--- src/design/mcb_pkg.sv ---
// Shared types and constants for the mouse cursor and button event generator.
package mcb_pkg;

  localparam int CW          = 12;
  localparam int DW          = CW + 1;
  localparam int MOTION_W    = 16;
  localparam int SUM_W       = MOTION_W + 2;
  localparam int NUM_BUTTONS = 4;
  localparam int NUM_EV      = NUM_BUTTONS + 1;
  localparam int BTN_W       = 2;
  localparam int KIND_W      = 2;
  localparam int MOD_W       = 3;
  localparam int CFG_IDX_W   = 2;

  localparam logic [KIND_W-1:0] EV_MOVE    = 2'd0;
  localparam logic [KIND_W-1:0] EV_PRESS   = 2'd1;
  localparam logic [KIND_W-1:0] EV_DRAG    = 2'd2;
  localparam logic [KIND_W-1:0] EV_RELEASE = 2'd3;

  localparam logic [CFG_IDX_W-1:0] REG_LOWER_X = 2'd0;
  localparam logic [CFG_IDX_W-1:0] REG_LOWER_Y = 2'd1;
  localparam logic [CFG_IDX_W-1:0] REG_UPPER_X = 2'd2;
  localparam logic [CFG_IDX_W-1:0] REG_UPPER_Y = 2'd3;

  localparam logic [CW-1:0] LOWER_X_RST = 12'd1;
  localparam logic [CW-1:0] LOWER_Y_RST = 12'd1;
  localparam logic [CW-1:0] UPPER_X_RST = 12'd638;
  localparam logic [CW-1:0] UPPER_Y_RST = 12'd478;

  // One event slot: what a lane (or the move check) found for the current report.
  typedef struct packed {
    logic                 valid;
    logic [KIND_W-1:0]    kind;
    logic signed [DW-1:0] dx;
    logic signed [DW-1:0] dy;
  } ev_t;

endpackage

--- src/design/mcb_axis.sv ---
// One cursor axis: position register plus the upper-then-lower clamp.
module mcb_axis (
  input  logic                                 clk,
  input  logic                                 rst_n,
  input  logic                                 en,
  input  logic signed [mcb_pkg::MOTION_W-1:0]  motion,
  input  logic [mcb_pkg::CW-1:0]               lo,
  input  logic [mcb_pkg::CW-1:0]               hi,
  output logic [mcb_pkg::CW-1:0]               pos_new,
  output logic signed [mcb_pkg::DW-1:0]        delta
);

  logic [mcb_pkg::CW-1:0]           pos_r;
  logic signed [mcb_pkg::SUM_W-1:0] sum;
  logic signed [mcb_pkg::SUM_W-1:0] hi_s;
  logic signed [mcb_pkg::SUM_W-1:0] lo_s;
  logic signed [mcb_pkg::SUM_W-1:0] v_hi;
  logic signed [mcb_pkg::SUM_W-1:0] v_lo;

  always_comb begin
    sum  = $signed({{(mcb_pkg::SUM_W - mcb_pkg::CW){1'b0}}, pos_r})
         + $signed({{(mcb_pkg::SUM_W - mcb_pkg::MOTION_W){motion[mcb_pkg::MOTION_W-1]}},
                    motion});
    hi_s = $signed({{(mcb_pkg::SUM_W - mcb_pkg::CW){1'b0}}, hi});
    lo_s = $signed({{(mcb_pkg::SUM_W - mcb_pkg::CW){1'b0}}, lo});
    // The upper clamp runs first, so a zero upper bound can go negative here.
    v_hi = (sum >= hi_s) ? hi_s - $signed(mcb_pkg::SUM_W'(1)) : sum;
    v_lo = (v_hi <= lo_s) ? lo_s + $signed(mcb_pkg::SUM_W'(1)) : v_hi;
    pos_new = v_lo[mcb_pkg::CW-1:0];
    delta   = $signed({1'b0, pos_new}) - $signed({1'b0, pos_r});
  end

  always_ff @(posedge clk) begin
    if (!rst_n) begin
      pos_r <= '0;
    end else if (en) begin
      pos_r <= pos_new;
    end
  end

endmodule

--- src/design/mcb_lane.sv ---
// One button lane: held flag, drag anchor and the press/drag/release decision.
module mcb_lane (
  input  logic                   clk,
  input  logic                   rst_n,
  input  logic                   en,
  input  logic                   down,
  input  logic [mcb_pkg::CW-1:0] pos_x,
  input  logic [mcb_pkg::CW-1:0] pos_y,
  output mcb_pkg::ev_t           ev
);

  logic                   held_r;
  logic [mcb_pkg::CW-1:0] anchor_x_r;
  logic [mcb_pkg::CW-1:0] anchor_y_r;

  always_comb begin
    ev.valid = down || held_r;
    ev.kind  = down ? (held_r ? mcb_pkg::EV_DRAG : mcb_pkg::EV_PRESS) : mcb_pkg::EV_RELEASE;
    ev.dx    = '0;
    ev.dy    = '0;
    if (down && held_r) begin
      ev.dx = $signed({1'b0, pos_x}) - $signed({1'b0, anchor_x_r});
      ev.dy = $signed({1'b0, pos_y}) - $signed({1'b0, anchor_y_r});
    end
  end

  always_ff @(posedge clk) begin
    if (!rst_n) begin
      held_r <= 1'b0;
    end else if (en) begin
      held_r <= down;
    end
  end

  // The anchor is only read on a drag, which always follows a report with the button down that wrote it.
  always_ff @(posedge clk) begin
    if (en && down) begin
      anchor_x_r <= pos_x;
      anchor_y_r <= pos_y;
    end
  end

endmodule

--- src/design/mcb_merge.sv ---
// Merge stage: holds one report's event slots and sends them out in order.
module mcb_merge (
  input  logic                                     clk,
  input  logic                                     rst_n,
  input  logic                                     load,
  input  mcb_pkg::ev_t [mcb_pkg::NUM_EV-1:0]       ev_in,
  input  logic [mcb_pkg::CW-1:0]                   cursor_x,
  input  logic [mcb_pkg::CW-1:0]                   cursor_y,
  input  logic [mcb_pkg::MOD_W-1:0]                mods,
  output logic                                     free,
  output logic                                     out_valid,
  input  logic                                     out_stall,
  output logic [mcb_pkg::KIND_W-1:0]               out_event_kind,
  output logic [mcb_pkg::BTN_W-1:0]                out_button_index,
  output logic [mcb_pkg::CW-1:0]                   out_cursor_x,
  output logic [mcb_pkg::CW-1:0]                   out_cursor_y,
  output logic signed [mcb_pkg::DW-1:0]            out_delta_x,
  output logic signed [mcb_pkg::DW-1:0]            out_delta_y,
  output logic [mcb_pkg::MOD_W-1:0]                out_event_modifiers,
  output logic                                     out_last_event
);

  logic [mcb_pkg::NUM_EV-1:0]         pend_r;
  logic [mcb_pkg::NUM_EV-1:0]         pend_nxt;
  logic [mcb_pkg::NUM_EV-1:0]         sel;
  logic [mcb_pkg::NUM_EV-1:0]         load_mask;
  mcb_pkg::ev_t [mcb_pkg::NUM_EV-1:0] slot_r;
  logic [mcb_pkg::CW-1:0]             cx_r;
  logic [mcb_pkg::CW-1:0]             cy_r;
  logic [mcb_pkg::MOD_W-1:0]          mods_r;
  logic                               xfer;

  always_comb begin
    for (int i = 0; i < mcb_pkg::NUM_EV; i++) begin
      load_mask[i] = ev_in[i].valid;
    end
  end

  // Lowest pending slot goes next: the move slot, then buttons in index order.
  always_comb begin
    sel                 = pend_r & (~pend_r + mcb_pkg::NUM_EV'(1));
    out_event_kind      = '0;
    out_button_index    = '0;
    out_delta_x         = '0;
    out_delta_y         = '0;
    for (int i = 0; i < mcb_pkg::NUM_EV; i++) begin
      if (sel[i]) begin
        out_event_kind = slot_r[i].kind;
        out_delta_x    = slot_r[i].dx;
        out_delta_y    = slot_r[i].dy;
        if (i > 0) begin
          out_button_index = mcb_pkg::BTN_W'(i - 1);
        end
      end
    end
    out_valid           = |pend_r;
    out_last_event      = ((pend_r & ~sel) == '0);
    out_cursor_x        = cx_r;
    out_cursor_y        = cy_r;
    out_event_modifiers = mods_r;
    xfer                = out_valid && !out_stall;
    free                = !out_valid || (xfer && out_last_event);
    if (load) begin
      pend_nxt = load_mask;
    end else if (xfer) begin
      pend_nxt = pend_r & ~sel;
    end else begin
      pend_nxt = pend_r;
    end
  end

  always_ff @(posedge clk) begin
    if (!rst_n) begin
      pend_r <= '0;
    end else begin
      pend_r <= pend_nxt;
    end
  end

  always_ff @(posedge clk) begin
    if (load) begin
      slot_r <= ev_in;
      cx_r   <= cursor_x;
      cy_r   <= cursor_y;
      mods_r <= mods;
    end
  end

endmodule

--- src/design/mouse_cursor_button_event_gen.sv ---
// Top level of the mouse cursor and button event generator.
// A report transfer is taken in any cycle in which the clamp stage is free; the clamped
// cursor moves on at that edge. The second stage registers the clamped report; from it
// the four button lanes decide their events in parallel and the merge stage loads the
// whole report at once. Events leave one per cycle on the single result port while it
// does not stall, so a report yields 0 to 5 events. While the merge stage drains one
// report the next is already clamped and waiting. No clearing pass follows reset.
module mouse_cursor_button_event_gen (
  input  logic                                 clk,
  input  logic                                 rst_n,
  input  logic                                 cfg_we,
  input  logic [mcb_pkg::CFG_IDX_W-1:0]        cfg_index,
  input  logic [mcb_pkg::CW-1:0]               cfg_wdata,
  input  logic                                 in_valid,
  output logic                                 in_stall,
  input  logic signed [mcb_pkg::MOTION_W-1:0]  in_motion_x,
  input  logic signed [mcb_pkg::MOTION_W-1:0]  in_motion_y,
  input  logic [mcb_pkg::NUM_BUTTONS-1:0]      in_button_bits,
  input  logic [mcb_pkg::MOD_W-1:0]            in_modifier_bits,
  output logic                                 out_valid,
  input  logic                                 out_stall,
  output logic [mcb_pkg::KIND_W-1:0]           out_event_kind,
  output logic [mcb_pkg::BTN_W-1:0]            out_button_index,
  output logic [mcb_pkg::CW-1:0]               out_cursor_x,
  output logic [mcb_pkg::CW-1:0]               out_cursor_y,
  output logic signed [mcb_pkg::DW-1:0]        out_delta_x,
  output logic signed [mcb_pkg::DW-1:0]        out_delta_y,
  output logic [mcb_pkg::MOD_W-1:0]            out_event_modifiers,
  output logic                                 out_last_event
);

  logic [mcb_pkg::CW-1:0] lower_x_r;
  logic [mcb_pkg::CW-1:0] lower_y_r;
  logic [mcb_pkg::CW-1:0] upper_x_r;
  logic [mcb_pkg::CW-1:0] upper_y_r;

  logic                                 in_xfer;
  logic                                 s2_adv;
  logic                                 merge_free;
  logic [mcb_pkg::CW-1:0]               pos_x_new;
  logic [mcb_pkg::CW-1:0]               pos_y_new;
  logic signed [mcb_pkg::DW-1:0]        dx_new;
  logic signed [mcb_pkg::DW-1:0]        dy_new;

  logic                                 s2_valid_r;
  logic [mcb_pkg::CW-1:0]               s2_x_r;
  logic [mcb_pkg::CW-1:0]               s2_y_r;
  logic signed [mcb_pkg::DW-1:0]        s2_dx_r;
  logic signed [mcb_pkg::DW-1:0]        s2_dy_r;
  logic                                 s2_moved_r;
  logic [mcb_pkg::NUM_BUTTONS-1:0]      s2_buttons_r;
  logic [mcb_pkg::MOD_W-1:0]            s2_mods_r;

  mcb_pkg::ev_t [mcb_pkg::NUM_EV-1:0]   ev_all;

  // Configuration registers; the user must write them only while the block is idle, which the block does not enforce.
  always_ff @(posedge clk) begin
    if (!rst_n) begin
      lower_x_r <= mcb_pkg::LOWER_X_RST;
      lower_y_r <= mcb_pkg::LOWER_Y_RST;
      upper_x_r <= mcb_pkg::UPPER_X_RST;
      upper_y_r <= mcb_pkg::UPPER_Y_RST;
    end else if (cfg_we) begin
      case (cfg_index)
        mcb_pkg::REG_LOWER_X: lower_x_r <= cfg_wdata;
        mcb_pkg::REG_LOWER_Y: lower_y_r <= cfg_wdata;
        mcb_pkg::REG_UPPER_X: upper_x_r <= cfg_wdata;
        mcb_pkg::REG_UPPER_Y: upper_y_r <= cfg_wdata;
        default: ;
      endcase
    end
  end

  assign s2_adv   = s2_valid_r && merge_free;
  assign in_stall = s2_valid_r && !s2_adv;
  assign in_xfer  = in_valid && !in_stall;

  mcb_axis u_axis_x (
    .clk     (clk),
    .rst_n   (rst_n),
    .en      (in_xfer),
    .motion  (in_motion_x),
    .lo      (lower_x_r),
    .hi      (upper_x_r),
    .pos_new (pos_x_new),
    .delta   (dx_new)
  );

  mcb_axis u_axis_y (
    .clk     (clk),
    .rst_n   (rst_n),
    .en      (in_xfer),
    .motion  (in_motion_y),
    .lo      (lower_y_r),
    .hi      (upper_y_r),
    .pos_new (pos_y_new),
    .delta   (dy_new)
  );

  always_ff @(posedge clk) begin
    if (!rst_n) begin
      s2_valid_r <= 1'b0;
    end else if (in_xfer) begin
      s2_valid_r <= 1'b1;
    end else if (s2_adv) begin
      s2_valid_r <= 1'b0;
    end
  end

  always_ff @(posedge clk) begin
    if (in_xfer) begin
      s2_x_r       <= pos_x_new;
      s2_y_r       <= pos_y_new;
      s2_dx_r      <= dx_new;
      s2_dy_r      <= dy_new;
      s2_moved_r   <= (dx_new != '0) || (dy_new != '0);
      s2_buttons_r <= in_button_bits;
      s2_mods_r    <= in_modifier_bits;
    end
  end

  always_comb begin
    ev_all[0].valid = s2_moved_r;
    ev_all[0].kind  = mcb_pkg::EV_MOVE;
    ev_all[0].dx    = s2_dx_r;
    ev_all[0].dy    = s2_dy_r;
  end

  for (genvar g = 0; g < mcb_pkg::NUM_BUTTONS; g++) begin : g_lane
    mcb_lane u_lane (
      .clk   (clk),
      .rst_n (rst_n),
      .en    (s2_adv),
      .down  (s2_buttons_r[g]),
      .pos_x (s2_x_r),
      .pos_y (s2_y_r),
      .ev    (ev_all[g + 1])
    );
  end

  mcb_merge u_merge (
    .clk                 (clk),
    .rst_n               (rst_n),
    .load                (s2_adv),
    .ev_in               (ev_all),
    .cursor_x            (s2_x_r),
    .cursor_y            (s2_y_r),
    .mods                (s2_mods_r),
    .free                (merge_free),
    .out_valid           (out_valid),
    .out_stall           (out_stall),
    .out_event_kind      (out_event_kind),
    .out_button_index    (out_button_index),
    .out_cursor_x        (out_cursor_x),
    .out_cursor_y        (out_cursor_y),
    .out_delta_x         (out_delta_x),
    .out_delta_y         (out_delta_y),
    .out_event_modifiers (out_event_modifiers),
    .out_last_event      (out_last_event)
  );

endmodule

--- config.mk ---
export PLATFORM = sky130hd
export DESIGN_NAME = mouse_cursor_button_event_gen
export DESIGN_NICKNAME = d
export VERILOG_FILES = /design/src/design/mcb_pkg.sv /design/src/design/mcb_axis.sv /design/src/design/mcb_lane.sv /design/src/design/mcb_merge.sv /design/src/design/mouse_cursor_button_event_gen.sv
export SDC_FILE = /design/constraint.sdc
export NUM_CORES = 1
export LEC_CHECK = 0
export ABC_AREA = 1
export BUFFER_PORTS_ARGS = -buffer_cell sky130_fd_sc_hd__buf_2
export CORE_MARGIN = 2
export CORE_UTILIZATION = 60
export DETAILED_ROUTE_END_ITERATION = 16
export GPL_TIMING_DRIVEN = 0
export PLACE_DENSITY = 0.84
export SKIP_LAST_GASP = 1
export SLEW_MARGIN = 5
export SYNTH_ARGS = -nofsm -noshare
export SYNTH_HDL_FRONTEND = slang
export SYNTH_HIERARCHICAL = 1
export SYNTH_SLANG_ARGS = --single-unit
--- constraint.sdc ---
create_clock -name clk -period 18.2 [get_ports clk]
set_input_delay 4.55 -clock clk [delete_from_list [all_inputs] [get_ports clk]]
set_output_delay 4.55 -clock clk [all_outputs]
set_load 0.1 [all_outputs]
==> results.ini <==
[outcome]
status = complete, no violations

[timing]
max_freq_mhz = 90.8
finalCriticalPeriod_ns = 11.01
setup_viol = 0
hold_violations = 0
finalSetupTns_ns = 0
slew_violations = 0
setup_ws_ns = 7.19
relSlewSlack_pct = 27.1
fin_crit_sh_pct = 60.5
rsz0062_at_grt = false
worst_pin_slew_ns = 1.09
fin_skew_ns = 0.0320

[power_and_ir_drop]
powerDensity_nw_per_um2 = 104
p_int_w = 0.00193
p_sw_share_pct = 35.3
clkPwrFrac_pct = 29.8
power_frac_comb_pct = 30.3
peakVddDrop_uv = 85.5
p_leak_nw = 14.0
p_sw_w = 0.00105
seq_power_share_pct = 39.8

[synth]
ys.flop_type = edfxtp_1
yosysWarnings = 6
synth.most_common_cell = nand2_1
yosysTopAreaCell = edfxtp_1
synth.avg_cell_area_um2 = 8.07
synth_top_cell_area_share_pct = 37.3
syn_area_um2 = 25900
async_reset_ff_share_pct = 0
synth_edf_count = 321
synth.distinct_cells = 56
synth_seq_area_share_pct = 43.6
synth-seq-cells = 403
synth_common_cells = 896 x nand2_1, 522 x inv_1, 342 x nor2_1
synthCells = 3205
synth.area.top_cells = edfxtp_1 37%, nand2_1 13%, ha_1 9.5%

[drt]
wl_per_cell_um = 15.7
via_per_inst = 5.35
ant_nets = 0
vias = 21120
drt_iter0_markers = 1480
drt-pass1-iter-count = 5
wirelength_um = 62000
drc_errors = 0

[critical_path]
cp-end-kind = flop
critical_path_required_ns = 18.51
rrSetupSlack_ns = 10.78
crit_path_start = in_motion_y[0]
critPathKind = input port to flop
cpPeakStageDelay_ns = 0.41
startpoint_type = input port
reg2reg_depth = 49
slowest_stage = fa_1
cp_max_fo = 10
reg2reg_to = s2_moved_r
crit_end = s2_moved_r
crit_top_cell = nand2_1
cp.arrival_ns = 11.32
crit-reg2reg-launch = u_axis_y/pos_r[0]

[grt]
gr-usage-all-layers_pct = 28.3
grt_pass1_vias = 20201
grt_max_degree = 100
grt_overflow_total = 0
grt_pass1_wl_um = 99600
antenna_found_initial = 1

[floorplan]
pin_count = 118
die_area_um2 = 44800
fp.dieH_um = 212
num_rows = 76
core_um2 = 42800
die_w_um = 212
initial_core_util_pct = 60.5

[clocking]
tritoncts = yes
numClockSinks = 403
path_clk_slew_ns = 0.07
htreeDepth = 2
holdBufCountCts = 0
root_buffer = clkbuf_16
worstSkewPairLatency_ns = 0.58
cts_made_buffers = 43
post-cts-setup-buffers = 0
cts_resized = 0
cts_buffer_depth = 3

[run]
cap_violations = 0

[finish]
area_growth_syn_to_layout_pct = 10.8
post_route_cells_drive_above_1_share_pct = 11.5
num-nets-final = 3635

[placement]
portBuffers = 115
post-place-ws_ns = 6.66
globalplace.congestion = 0.933
dpl.hpwl_um = 47000

[min_path]
hold_class = flop to flop

==> worst max-delay path: cells and delay by family <==
kind	cells	cell delay, ns
simple gates	27	2.89
fa+ha+maj	6	1.65
buf+inv	9	0.78
xor+xnor	2	0.33
compound gates	6	1.12
==> stage by stage <==
step | cells | power, W | area (um2) | util (%) | hold slack (ns)
floorplan | 3206 | 0.00188 | 25900 | - | 0.400
global placement | 3867 | 0.00207 | 27100 | 63.4 | 0.400
detailed placement | 3870 | 0.00210 | 27200 | 63.6 | 0.405
CTS | 3950 | 0.00299 | 28700 | 67.0 | 0.400
global route | 3950 | 0.00315 | 28700 | 67.0 | 0.419
finish | 3951 | 0.00299 | 28700 | 67.0 | 0.397
==> per-layer routing <==
metal | wire, um | share of wire (%) | track usage [%] | vias to the layer above
met2 | 29900 | 48 | 49.8 | 634
li1 | - | - | - | 10644
met3 | 3340 | 5.4 | 2.98 | 131
met5 | 0 | 0 | 0 | -
met1 | 26700 | 43 | 36.1 | 9711
met4 | 2100 | 3.4 | 10.2 | 0
==> cells by family (layout without fill, tap and decap cells) <==
logic type | Yosys count | after routing | synth area share (%)
xor gates and xnor gates | 77 | 77 | 2.61
DFF | 403 | 403 | 43.6
other | 1 | 3 | 0.0145
and+or+nand+nor | 1626 | 1626 | 27.2
AOI/OAI and AO/OA | 296 | 296 | 6.67
adders and majority gates | 208 | 208 | 10.4
buffers and inverters | 594 | 792 | 9.51
==> cell usage in the layout (no fill, tap or decap), types with 19 or more instances in the layout <==
cell type | synthesis | final
nand2_1 | 896 | 896
inv_1 | 522 | 521
nor2_1 | 342 | 341
edfxtp_1 | 321 | 321
nand3_1 | 206 | 206
ha_1 | 196 | 196
a21oi_1 | 173 | 173
buf_2 | 11 | 126
dfxtp_1 | 82 | 82
xor2_1 | 59 | 59
nand2_2 | 56 | 56
o21ai_0 | 49 | 49
clkbuf_16 | 0 | 44
nand4_1 | 30 | 30
o21ai_1 | 23 | 23
nand3_2 | 20 | 20
buf_6 | 19 | 19
inv_2 | 19 | 19
==> layout make-up <==
cell class,instances,area [um2]
tap,546,683
clock inverter,25,288
clock buffer,55,1160
timing repair buffer,118,643
sequential,403,11300
buffer,47,398
antenna,1,2.50
multi-input combinational,2209,12100
inverter,547,2070
fill,3533,14100
==> sequential cells by signal, indices dropped and copies added, names as in the netlist <==
signal                       cells
g_lane.u_lane/anchor_x_r        48
g_lane.u_lane/anchor_y_r        48
g_lane.u_lane/held_r             4
lower_x_r                       12
lower_y_r                       12
s2_buttons_r                     4
s2_dx_r                         13
s2_dy_r                         13
s2_mods_r                        3
s2_moved_r                       1
s2_valid_r                       1
s2_x_r                          12
s2_y_r                          12
u_axis_x/pos_r                  12
u_axis_y/pos_r                  12
u_merge/out_cursor_x            12
u_merge/out_cursor_y            12
u_merge/out_event_modifiers      3
u_merge/pend_r                   5
u_merge/slot_r                 140
upper_x_r                       12
upper_y_r                       12
==> worst min path at each step <==
| stage | startpoint | to | slack (ns) | depth (start not counted) |
|---|---|---|---|---|
| 4_1_cts | s2_dy_r[11] | u_merge/slot_r[11] | 0.40 | 0 |
| 6_report | s2_dy_r[11] | u_merge/slot_r[11] | 0.40 | 0 |
| 3_5_place_dp | s2_dy_r[11] | u_merge/slot_r[11] | 0.40 | 0 |
| 3_3_place_gp | s2_dy_r[7] | u_merge/slot_r[7] | 0.40 | 0 |
| 2_1_floorplan | s2_mods_r[0] | u_merge/out_event_modifiers[0] | 0.40 | 0 |
| 5_1_grt | s2_dx_r[10] | u_merge/slot_r[23] | 0.42 | 0 |
==> power by group through the flow <==
stage | Combinational [W] | Clock, W | Sequential, W
finish | 0.000906 | 0.000891 | 0.00119
global route | 0.00101 | 0.000937 | 0.00120
CTS | 0.000898 | 0.000901 | 0.00119
detailed placement | 0.000888 | 0 | 0.00121
global placement | 0.000863 | 0 | 0.00121
floorplan | 0.000670 | 0 | 0.00121
Note: power is estimated with default switching activity, not from simulation.
